`src/sdl_pkg.sv`:
```
// Shared types, widths and constants for the switch debouncer with hold timer.
package sdl_pkg;

  localparam int unsigned TickW     = 10;
  localparam int unsigned PeriodW   = 10;
  localparam int unsigned HoldW     = 16;
  localparam int unsigned SelW      = 2;
  localparam int unsigned CfgIdxW   = 2;
  localparam int unsigned CfgDataW  = 16;
  localparam int unsigned SelSpan   = 1 << SelW;

  localparam logic [TickW-1:0]   TickReset   = TickW'(5);
  localparam logic [PeriodW-1:0] PeriodReset = PeriodW'(20);
  localparam logic [HoldW-1:0]   HoldReset   = HoldW'(3000);
  localparam logic [SelW-1:0]    SelReset    = SelW'(2);

  localparam logic LevelPressed  = 1'b0;
  localparam logic LevelReleased = 1'b1;

  typedef enum logic [CfgIdxW-1:0] {
    REG_TICK_MS        = 2'd0,
    REG_SAMPLE_PERIOD  = 2'd1,
    REG_HOLD_TIME      = 2'd2,
    REG_HOLD_SWITCH    = 2'd3
  } cfg_reg_e;

  typedef enum logic [3:0] {
    ST_RELEASED     = 4'b0001,
    ST_PRE_PRESSED  = 4'b0010,
    ST_PRESSED      = 4'b0100,
    ST_PRE_RELEASED = 4'b1000
  } deb_state_e;

  typedef enum logic [1:0] {
    CODE_RELEASED     = 2'd0,
    CODE_PRE_PRESSED  = 2'd1,
    CODE_PRESSED      = 2'd2,
    CODE_PRE_RELEASED = 2'd3
  } state_code_e;

  typedef struct packed {
    logic accept;
    logic sample;
    logic clear;
  } sdl_tick_t;

  function automatic state_code_e state_code(deb_state_e st);
    state_code_e code;
    unique case (st)
      ST_RELEASED:     code = CODE_RELEASED;
      ST_PRE_PRESSED:  code = CODE_PRE_PRESSED;
      ST_PRESSED:      code = CODE_PRESSED;
      ST_PRE_RELEASED: code = CODE_PRE_RELEASED;
      default:         code = CODE_RELEASED;
    endcase
    return code;
  endfunction

endpackage

```
`src/sdl_in_if.sv`:
```
// Tick request channel: raw switch levels and the flag clear.
interface sdl_in_if #(
  parameter int unsigned NUM_SWITCHES = 3
);
  logic                    valid;
  logic                    ready;
  logic [NUM_SWITCHES-1:0] raw_levels;
  logic                    clear_long_press;

  modport source (output valid, output raw_levels, output clear_long_press, input ready);
  modport sink   (input valid, input raw_levels, input clear_long_press, output ready);
endinterface

```
`src/sdl_out_if.sv`:
```
// Result channel: debounced states, long-press flag and sample marker.
interface sdl_out_if #(
  parameter int unsigned NUM_SWITCHES = 3
);
  logic                      valid;
  logic                      ready;
  logic [2*NUM_SWITCHES-1:0] switch_states;
  logic                      long_press_flag;
  logic                      sampled_now;

  modport source (output valid, output switch_states, output long_press_flag,
                  output sampled_now, input ready);
  modport sink   (input valid, input switch_states, input long_press_flag,
                  input sampled_now, output ready);
endinterface

```
`src/switch_debounce_long_press_unit.sv`:
```
// Switch debouncer top: one tick per cycle while intake is ready, each result held in the output buffer.
// An accepted request's result is registered in the output register, or in the skid slot on a stall.
// Throughput: one request per cycle while the skid slot is free; it holds one stalled result.
// Each accepted tick updates the prescaler; a sampling tick also steps all lanes and the hold timer.
// Reset: registers to defaults, switches released at released level, counters and flag clear.
module switch_debounce_long_press_unit #(
  parameter int unsigned NUM_SWITCHES = 3
) (
  input  logic                          clk_i,
  input  logic                          rst_ni,
  input  logic                          cfg_we_i,
  input  logic [sdl_pkg::CfgIdxW-1:0]   cfg_idx_i,
  input  logic [sdl_pkg::CfgDataW-1:0]  cfg_wdata_i,
  sdl_in_if.sink                        in_if,
  sdl_out_if.source                     out_if
);
  import sdl_pkg::*;

  localparam int unsigned ResW = 2*NUM_SWITCHES + 2;

  logic [TickW-1:0]   tick_q;
  logic [PeriodW-1:0] period_q;
  logic [HoldW-1:0]   hold_time_q;
  logic [SelW-1:0]    hold_sel_q;

  logic [PeriodW-1:0] pre_q, pre_d;
  logic [PeriodW:0]   pre_sum;
  logic               in_ready, accept, sample;
  sdl_tick_t          tick;

  logic [2*NUM_SWITCHES-1:0] codes;
  logic [ResW-1:0]           result, out_data;

  // configuration writes
  always_ff @(posedge clk_i or negedge rst_ni) begin
    if (!rst_ni) begin
      tick_q      <= TickReset;
      period_q    <= PeriodReset;
      hold_time_q <= HoldReset;
      hold_sel_q  <= SelReset;
    end else if (cfg_we_i) begin
      unique case (cfg_reg_e'(cfg_idx_i))
        REG_TICK_MS:       tick_q      <= cfg_wdata_i[TickW-1:0];
        REG_SAMPLE_PERIOD: period_q    <= cfg_wdata_i[PeriodW-1:0];
        REG_HOLD_TIME:     hold_time_q <= cfg_wdata_i[HoldW-1:0];
        REG_HOLD_SWITCH:   hold_sel_q  <= cfg_wdata_i[SelW-1:0];
        default:           tick_q      <= tick_q;
      endcase
    end
  end

  assign accept = in_if.valid && in_ready;
  assign in_if.ready = in_ready;

  // prescaler: a stored count is always below 1024, so the wider sum never wraps
  assign pre_sum = {1'b0, pre_q} + (PeriodW+1)'(tick_q);
  assign sample  = (pre_sum >= {1'b0, period_q});

  always_comb begin
    pre_d = pre_q;
    if (accept) pre_d = sample ? '0 : pre_sum[PeriodW-1:0];
  end

  always_ff @(posedge clk_i or negedge rst_ni) begin
    if (!rst_ni) pre_q <= '0;
    else         pre_q <= pre_d;
  end

  assign tick.accept = accept;
  assign tick.sample = sample;
  assign tick.clear  = in_if.clear_long_press;

  for (genvar i = 0; i < NUM_SWITCHES; i++) begin : g_lane
    sdl_lane u_lane (
      .clk_i       (clk_i),
      .rst_ni      (rst_ni),
      .sample_en_i (accept && sample),
      .level_i     (in_if.raw_levels[i]),
      .code_o      (codes[2*i +: 2])
    );
  end

  sdl_merge #(
    .NUM_SWITCHES (NUM_SWITCHES)
  ) u_merge (
    .clk_i         (clk_i),
    .rst_ni        (rst_ni),
    .tick_i        (tick),
    .codes_i       (codes),
    .period_i      (period_q),
    .hold_time_i   (hold_time_q),
    .hold_switch_i (hold_sel_q),
    .result_o      (result)
  );

  sdl_out_buf #(
    .WIDTH (ResW)
  ) u_out_buf (
    .clk_i       (clk_i),
    .rst_ni      (rst_ni),
    .push_i      (accept),
    .data_i      (result),
    .ready_o     (in_ready),
    .valid_o     (out_if.valid),
    .pop_ready_i (out_if.ready),
    .data_o      (out_data)
  );

  assign out_if.switch_states   = out_data[ResW-1:2];
  assign out_if.long_press_flag = out_data[1];
  assign out_if.sampled_now     = out_data[0];

endmodule

```
`src/sdl_lane.sv`:
```
// One switch lane: four-state debouncer stepped on each sample.
module sdl_lane (
  input  logic               clk_i,
  input  logic               rst_ni,
  input  logic               sample_en_i,
  input  logic               level_i,
  output logic [1:0]         code_o
);
  import sdl_pkg::*;

  deb_state_e state_q, state_d;
  logic       last_q, last_d;

  always_comb begin
    state_d = state_q;
    last_d  = last_q;
    if (sample_en_i) begin
      last_d = level_i;
      unique case (state_q)
        ST_RELEASED: begin
          if (last_q == LevelPressed && level_i == LevelPressed) state_d = ST_PRE_PRESSED;
        end
        ST_PRE_PRESSED: begin
          if (level_i == LevelPressed) state_d = ST_PRESSED;
        end
        ST_PRESSED: begin
          if (last_q == LevelReleased && level_i == LevelReleased) state_d = ST_PRE_RELEASED;
        end
        ST_PRE_RELEASED: begin
          if (level_i == LevelReleased) state_d = ST_RELEASED;
        end
        default: state_d = ST_RELEASED;
      endcase
    end
  end

  always_ff @(posedge clk_i or negedge rst_ni) begin
    if (!rst_ni) begin
      state_q <= ST_RELEASED;
      last_q  <= LevelReleased;
    end else begin
      state_q <= state_d;
      last_q  <= last_d;
    end
  end

  // state after this tick, as the result needs it
  assign code_o = state_code(state_d);

endmodule

```
`src/sdl_merge.sv`:
```
// Merge stage: packs lane states and runs the hold timer and sticky flag.
module sdl_merge #(
  parameter int unsigned NUM_SWITCHES = 3
) (
  input  logic                          clk_i,
  input  logic                          rst_ni,
  input  sdl_pkg::sdl_tick_t            tick_i,
  input  logic [2*NUM_SWITCHES-1:0]     codes_i,
  input  logic [sdl_pkg::PeriodW-1:0]   period_i,
  input  logic [sdl_pkg::HoldW-1:0]     hold_time_i,
  input  logic [sdl_pkg::SelW-1:0]      hold_switch_i,
  output logic [2*NUM_SWITCHES+1:0]     result_o
);
  import sdl_pkg::*;

  logic [SelSpan-1:0] pressed_vec;
  logic               watched_pressed;
  logic [HoldW:0]     hold_sum;
  logic [HoldW-1:0]   hold_q, hold_d;
  logic               flag_q, flag_d;

  // watch positions beyond the switch count never read as pressed
  for (genvar k = 0; k < SelSpan; k++) begin : g_watch
    if (k < NUM_SWITCHES) begin : g_real
      assign pressed_vec[k] = (codes_i[2*k +: 2] == CODE_PRESSED);
    end else begin : g_none
      assign pressed_vec[k] = 1'b0;
    end
  end

  assign watched_pressed = pressed_vec[hold_switch_i];
  assign hold_sum        = {1'b0, hold_q} + (HoldW+1)'(period_i);

  always_comb begin
    hold_d = hold_q;
    flag_d = flag_q;
    if (tick_i.accept) begin
      // clear first so a flag set by this sample survives
      if (tick_i.clear) flag_d = 1'b0;
      if (tick_i.sample) begin
        if (watched_pressed) begin
          if (hold_sum >= {1'b0, hold_time_i}) begin
            flag_d = 1'b1;
            hold_d = '0;
          end else begin
            hold_d = hold_sum[HoldW-1:0];
          end
        end else begin
          hold_d = '0;
        end
      end
    end
  end

  always_ff @(posedge clk_i or negedge rst_ni) begin
    if (!rst_ni) begin
      hold_q <= '0;
      flag_q <= 1'b0;
    end else begin
      hold_q <= hold_d;
      flag_q <= flag_d;
    end
  end

  assign result_o = {codes_i, flag_d, tick_i.sample};

endmodule

```
`src/sdl_out_buf.sv`:
```
// Two-entry output buffer: result register plus skid slot.
module sdl_out_buf #(
  parameter int unsigned WIDTH = 8
) (
  input  logic             clk_i,
  input  logic             rst_ni,
  input  logic             push_i,
  input  logic [WIDTH-1:0] data_i,
  output logic             ready_o,
  output logic             valid_o,
  input  logic             pop_ready_i,
  output logic [WIDTH-1:0] data_o
);
  logic             main_v_q, main_v_d, skid_v_q, skid_v_d;
  logic [WIDTH-1:0] main_q, main_d, skid_q, skid_d;
  logic             pop;

  assign pop = main_v_q && pop_ready_i;

  always_comb begin
    main_v_d = main_v_q;
    main_d   = main_q;
    skid_v_d = skid_v_q;
    skid_d   = skid_q;
    if (pop) begin
      main_v_d = skid_v_q;
      main_d   = skid_q;
      skid_v_d = 1'b0;
    end
    if (push_i) begin
      if (!main_v_d) begin
        main_v_d = 1'b1;
        main_d   = data_i;
      end else begin
        skid_v_d = 1'b1;
        skid_d   = data_i;
      end
    end
  end

  always_ff @(posedge clk_i or negedge rst_ni) begin
    if (!rst_ni) begin
      main_v_q <= 1'b0;
      skid_v_q <= 1'b0;
    end else begin
      main_v_q <= main_v_d;
      skid_v_q <= skid_v_d;
    end
  end

  always_ff @(posedge clk_i) begin
    main_q <= main_d;
    skid_q <= skid_d;
  end

  assign ready_o = !skid_v_q;
  assign valid_o = main_v_q;
  assign data_o  = main_q;

endmodule

```
`src/flat_wrapper.sv`:
```
// flat-port wrapper written by rule: the top's interface ports become plain ports
module switch_debounce_long_press_unit_flat import sdl_pkg::*;
#(
  parameter int unsigned NUM_SWITCHES = 3
)
  (clk_i, rst_ni, cfg_we_i, cfg_idx_i, cfg_wdata_i, in_if_valid, in_if_raw_levels, in_if_clear_long_press, in_if_ready, out_if_valid, out_if_switch_states, out_if_long_press_flag, out_if_sampled_now, out_if_ready);
  sdl_in_if #(.NUM_SWITCHES(NUM_SWITCHES)) in_if_i ();
  sdl_out_if #(.NUM_SWITCHES(NUM_SWITCHES)) out_if_i ();
  input  logic clk_i;
  input  logic rst_ni;
  input  logic cfg_we_i;
  input  logic [sdl_pkg::CfgIdxW-1:0] cfg_idx_i;
  input  logic [sdl_pkg::CfgDataW-1:0] cfg_wdata_i;
  input wire logic [$bits(in_if_i.valid)-1:0] in_if_valid;
  input wire logic [$bits(in_if_i.raw_levels)-1:0] in_if_raw_levels;
  input wire logic [$bits(in_if_i.clear_long_press)-1:0] in_if_clear_long_press;
  output wire logic [$bits(in_if_i.ready)-1:0] in_if_ready;
  output wire logic [$bits(out_if_i.valid)-1:0] out_if_valid;
  output wire logic [$bits(out_if_i.switch_states)-1:0] out_if_switch_states;
  output wire logic [$bits(out_if_i.long_press_flag)-1:0] out_if_long_press_flag;
  output wire logic [$bits(out_if_i.sampled_now)-1:0] out_if_sampled_now;
  input wire logic [$bits(out_if_i.ready)-1:0] out_if_ready;
  assign in_if_i.valid = in_if_valid;
  assign in_if_i.raw_levels = in_if_raw_levels;
  assign in_if_i.clear_long_press = in_if_clear_long_press;
  assign in_if_ready = in_if_i.ready;
  assign out_if_valid = out_if_i.valid;
  assign out_if_switch_states = out_if_i.switch_states;
  assign out_if_long_press_flag = out_if_i.long_press_flag;
  assign out_if_sampled_now = out_if_i.sampled_now;
  assign out_if_i.ready = out_if_ready;
  switch_debounce_long_press_unit #(.NUM_SWITCHES(NUM_SWITCHES)) u_core (.clk_i(clk_i), .rst_ni(rst_ni), .cfg_we_i(cfg_we_i), .cfg_idx_i(cfg_idx_i), .cfg_wdata_i(cfg_wdata_i), .in_if(in_if_i), .out_if(out_if_i));
endmodule
```
`config.mk`:
```
export PLATFORM = sky130hd
export DESIGN_NAME = switch_debounce_long_press_unit_flat
export DESIGN_NICKNAME = d
export VERILOG_FILES = /design/src/sdl_pkg.sv /design/src/sdl_in_if.sv /design/src/sdl_out_if.sv /design/src/switch_debounce_long_press_unit.sv /design/src/sdl_lane.sv /design/src/sdl_merge.sv /design/src/sdl_out_buf.sv /design/src/flat_wrapper.sv
export SDC_FILE = /design/constraint.sdc
export NUM_CORES = 1
export LEC_CHECK = 0
export ABC_AREA = 1
export BUFFER_PORTS_ARGS = -buffer_cell sky130_fd_sc_hd__buf_2
export CELL_PAD_IN_SITES_DETAIL_PLACEMENT = 1
export CELL_PAD_IN_SITES_GLOBAL_PLACEMENT = 1
export CORE_AREA = 2 2 113 115
export DETAILED_ROUTE_END_ITERATION = 10
export DIE_AREA = 0 0 115 117
export GPL_ROUTABILITY_DRIVEN = 1
export PLACE_DENSITY = 0.9
export SLEW_MARGIN = 10
export SYNTH_ARGS = -nofsm -noshare
export SYNTH_HDL_FRONTEND = slang
export SYNTH_SLANG_ARGS = --single-unit
```
`constraint.sdc`:
```
create_clock -name clk_i -period 9.28 [get_ports clk_i]
set_clock_uncertainty 0.15 [all_clocks]
set_input_delay 1.392 -clock clk_i [delete_from_list [all_inputs] [get_ports clk_i]]
set_output_delay 1.392 -clock clk_i [all_outputs]
set_load 0.02 [all_outputs]
```
==> run_results.csv <==
group,metric,value,unit
outcome,outcome,"finished, final reports clean",
floorplanning,io_pins,37,
drt,ant_nets,0,
cts,cts_root_buf,"clkbuf_16",
power,p_leak,3.52,nW
synth,synthesis.area,0.00605,mm^2
flow_run,cap_violations,0,
setup_path,reg2reg_from,"u_core.period_q[0]",
placement,dp_hpwl,12000,um
cts,cts_inserted_buffers,9,
synth,synth_cells,744,
synth,ys_seq_area_share,40.9,%
drt,wl_met3,532,um
layout,final_nets,852,
drt,routed-wl-met2,8350,um
cts,ctsResizeCount,0,
drt,first_iter_violations,259,
setup_path,cp.required,9.41,ns
placement,placed_cell_area,0.00634,mm^2
min_path,hold_path.class,"reg2reg",
power,switchingPower,0.350,mW
setup_path,slowest_stage,"dfrtp_1",
synth,synth_area_leaders,"dfrtp_1 (26%), nand2_1 (11%), ha_1 (9.5%), dfstp_2 (7.8%), inv_1 (7.2%)",
setup_path,critPathKind,"reg2reg",
sta,fmax,220,MHz
sta,hold_viol,0,
power,cellPowerDensity,163,mW/mm^2
placement,gp_congestion,0.862,
drt,vias_per_cell,5.51,
power,pwr-share-seq,45.1,%
min_path,hold_start,"u_core.hold_time_q[11]",
power,p_int,0.727,mW
floorplanning,rows,41,
setup_path,crit_fanout,10,
cts,cts_max_path_buffers,2,
drt,drtPass1Iterations,4,
sta,post-route-min-period,4.54,ns
layout,area_growth,9.50,%
setup_path,startpoint,"u_core.period_q[0]",
grt,grt_pass1_wl,26900,um
power,power_switching_share,32.5,%
cts,postCtsSetupRepairBufs,0,
sta,max_slew.worst_pin.slew,1.07,ns
synth,synth_top_area_share,26.5,%
cts,clock_sinks,98,
synth,synth_most_common_cell,"nand2_1",
cts,cts.reportedPaths.clkPinSlew,0.07,ns
setup_path,crit_buf_inv,1,
drt,routed-via-count,5135,
floorplanning,die_w,115,um
cts,cts_tree,"yes",
drt,top_layer_used,"met4",
synth,synth_nets,819,
layout,final_util,53.8,%
setup_path,start_kind,"register",
power,pwr-share-clk,34.4,%
floorplanning,core,0.0123,mm^2
drt,wl_per_cell,17.2,um
sta,slew_violations,0,
power,comb_power_share,20.5,%
layout,antenna_cells,0,
grt,overflow,0,
layout,drive_above_1_share,16.0,%
drt,met1_length,6890,um
sta,relSlewSlack,28.8,%
setup_path,cp-end-kind,"register",
power,ir_worst_vdd,0.0774,mV
grt,antenna_found_initial,0,
setup_path,slowest_delay,0.43,ns
synth,yosysWarnings,0,
synth,syn_avg_cell_area,8.13,um^2
synth,synth_edf_count,8,
synth,ys_ff_latch,98,
synth,synth-main-ff-cell,"dfrtp_1",
grt,grt_max_degree,83,
setup_path,critical_path_arrival,4.67,ns
synth,synth.largest_area_cell,"dfrtp_1",
grt,grtUsageTotal,25.7,%
sta,rsz0062_at_grt,"false",
sta,setup_tns,0,ns
grt,first_global_vias,5629,
synth,synth.distinct_cells,47,
floorplanning,dieArea,0.0135,mm^2
floorplanning,initial_core_util,49.1,%
cts,clk_latency,0.35,ns
synth,ys_async_sr_fraction,83.7,%
placement,numPortBuffers,36,
cts,cts_max_level,3,
floorplanning,fp.dieH,117,um
drt,drc,0,
sta,finalSetupViolCount,0,
drt,drt_wl_total,16000,um
sta,period_share,48.9,%
setup_path,critical-path-top-delay-family,"simple AND/OR/NAND/NOR gates",
cts,cts-hold-fix-buffers,0,
layout,fin_area,0.00662,mm^2
setup_path,path_common_cell,"nand2_1",
synth,ys_top_cells_by_count,"nand2_1 (184), inv_1 (116), dfrtp_1 (64)",
==> placed cells by master (no fill, tap or decap), types with 2 or more instances in the layout <==
cell	instances
or2_2	2
clkinv_2	2
edfxtp_1	8
nand3_2	3
xnor2_1	4
inv_8	2
dfxtp_1	8
xor2_1	19
ha_1	46
o21ai_0	54
clkbuf_16	9
o21ai_2	10
nor2_2	4
inv_6	2
nand2_4	8
nand2_8	2
a31oi_1	3
dfstp_2	18
nand2_2	12
o22ai_2	4
dfrtp_1	64
o21bai_1	2
fa_1	2
a21o_1	2
nor2_1	38
o22ai_1	9
nand4_1	4
inv_1	116
nand3_1	50
nor2_4	2
buf_2	35
nand2_1	184
nor3_1	6
a21oi_1	32
==> path summary, 6_finish.rpt <==
check | endpoint | slack, ns | depth (start not counted)
worst max-delay path | u_core.u_merge.hold_q[12] | 4.74 | 27
worst max register to register | u_core.u_merge.hold_q[12] | 4.74 | 27
max in group asynchronous | u_core.pre_q[6] | 7.22 | 1
worst min-delay path | u_core.hold_time_q[11] | 0.33 | 2
min in group asynchronous | u_core.hold_time_q[13] | 1.09 | 1
worst min register to register | u_core.hold_time_q[11] | 0.33 | 2
==> state kept, by name, indices dropped and copies added, names as in the netlist, 2 cells and up <==
name / count
u_core.u_out_buf.skid_q: 8
u_core.hold_sel_q: 2
u_core.period_q: 10
u_core.tick_q: 10
u_core.pre_q: 10
u_core.u_merge.hold_q: 16
u_core.g_lane.u_lane.state_q: 12
u_core.g_lane.u_lane.last_q: 3
u_core.u_out_buf.data_o: 8
u_core.hold_time_q: 16
==> power by group through the flow <==
stage / Sequential, mW / Clock [mW] / Combinational (mW)
after global routing: 0.489 / 0.393 / 0.250
after floorplan: 0.484 / 0 / 0.155
after detailed placement: 0.494 / 0 / 0.216
final: 0.486 / 0.371 / 0.221
after global placement: 0.492 / 0 / 0.196
after CTS: 0.486 / 0.379 / 0.221
==> through the flow <==
stage | power [mW] | cells | worst slack (ns) | hold slack (ns)
after floorplan | 0.639 | 744 | 5.56 | 0.303
after global placement | 0.688 | 916 | 5.04 | 0.315
after detailed placement | 0.709 | 916 | 4.81 | 0.326
after CTS | 1.09 | 932 | 4.76 | 0.340
after global routing | 1.13 | 932 | 4.36 | 0.367
final | 1.08 | 932 | 4.74 | 0.334
==> cells by family (layout without fill, tap and decap cells) <==
| group | after synthesis | after routing | share of synthesized area [%] |
|---|---|---|---|
| buffers and inverters | 132 | 170 | 8.67 |
| AOI/OAI and AO/OA | 125 | 125 | 12.4 |
| and+or+nand+nor | 318 | 318 | 24.5 |
| DFF | 98 | 98 | 40.9 |
| xor gates and xnor gates | 23 | 23 | 3.33 |
| adders and majority gates | 48 | 48 | 10.2 |
==> area by class of cell <==
cell class,instances,area [um^2]
Multi-Input combinational cell,514,3050
Clock buffer,9,225
Tap cell,150,188
Clock inverter,7,57.6
Sequential cell,98,2470
Timing Repair Buffer,36,183
Fill cell,1529,5690
Inverter,118,445
==> worst reg2reg max path, cell delays in order (launching register included) <==
cell and delay (ns):
dfrtp_1 0.43, ha_1 0.25, fa_1 0.41, nand3_1 0.11, nand2_1 0.06, nand2_1 0.09
nand2_1 0.07, a21oi_1 0.27, o21ai_1 0.22, nand2_1 0.12, nand2_1 0.05, nand2_1 0.09
a21oi_1 0.10, or2_2 0.29, nand2_1 0.10, inv_1 0.06, ha_1 0.32, nand2_1 0.09
nor2_1 0.05, a211oi_1 0.22, o21ai_0 0.15, nand2_1 0.08, nand2_1 0.05, nand2_1 0.08
nand2_1 0.12, nor2_8 0.20, nand2_8 0.12, o21ai_2 0.13
==> metal layers <==
layer | vias up | GRT usage [%]
li1 | 2470 | -
met4 | 0 | 8.35
met2 | 92 | 46.5
met5 | - | 0
met3 | 23 | 4.22
met1 | 2550 | 31.5
No activity file was read; power rests on OpenSTA's default activity.
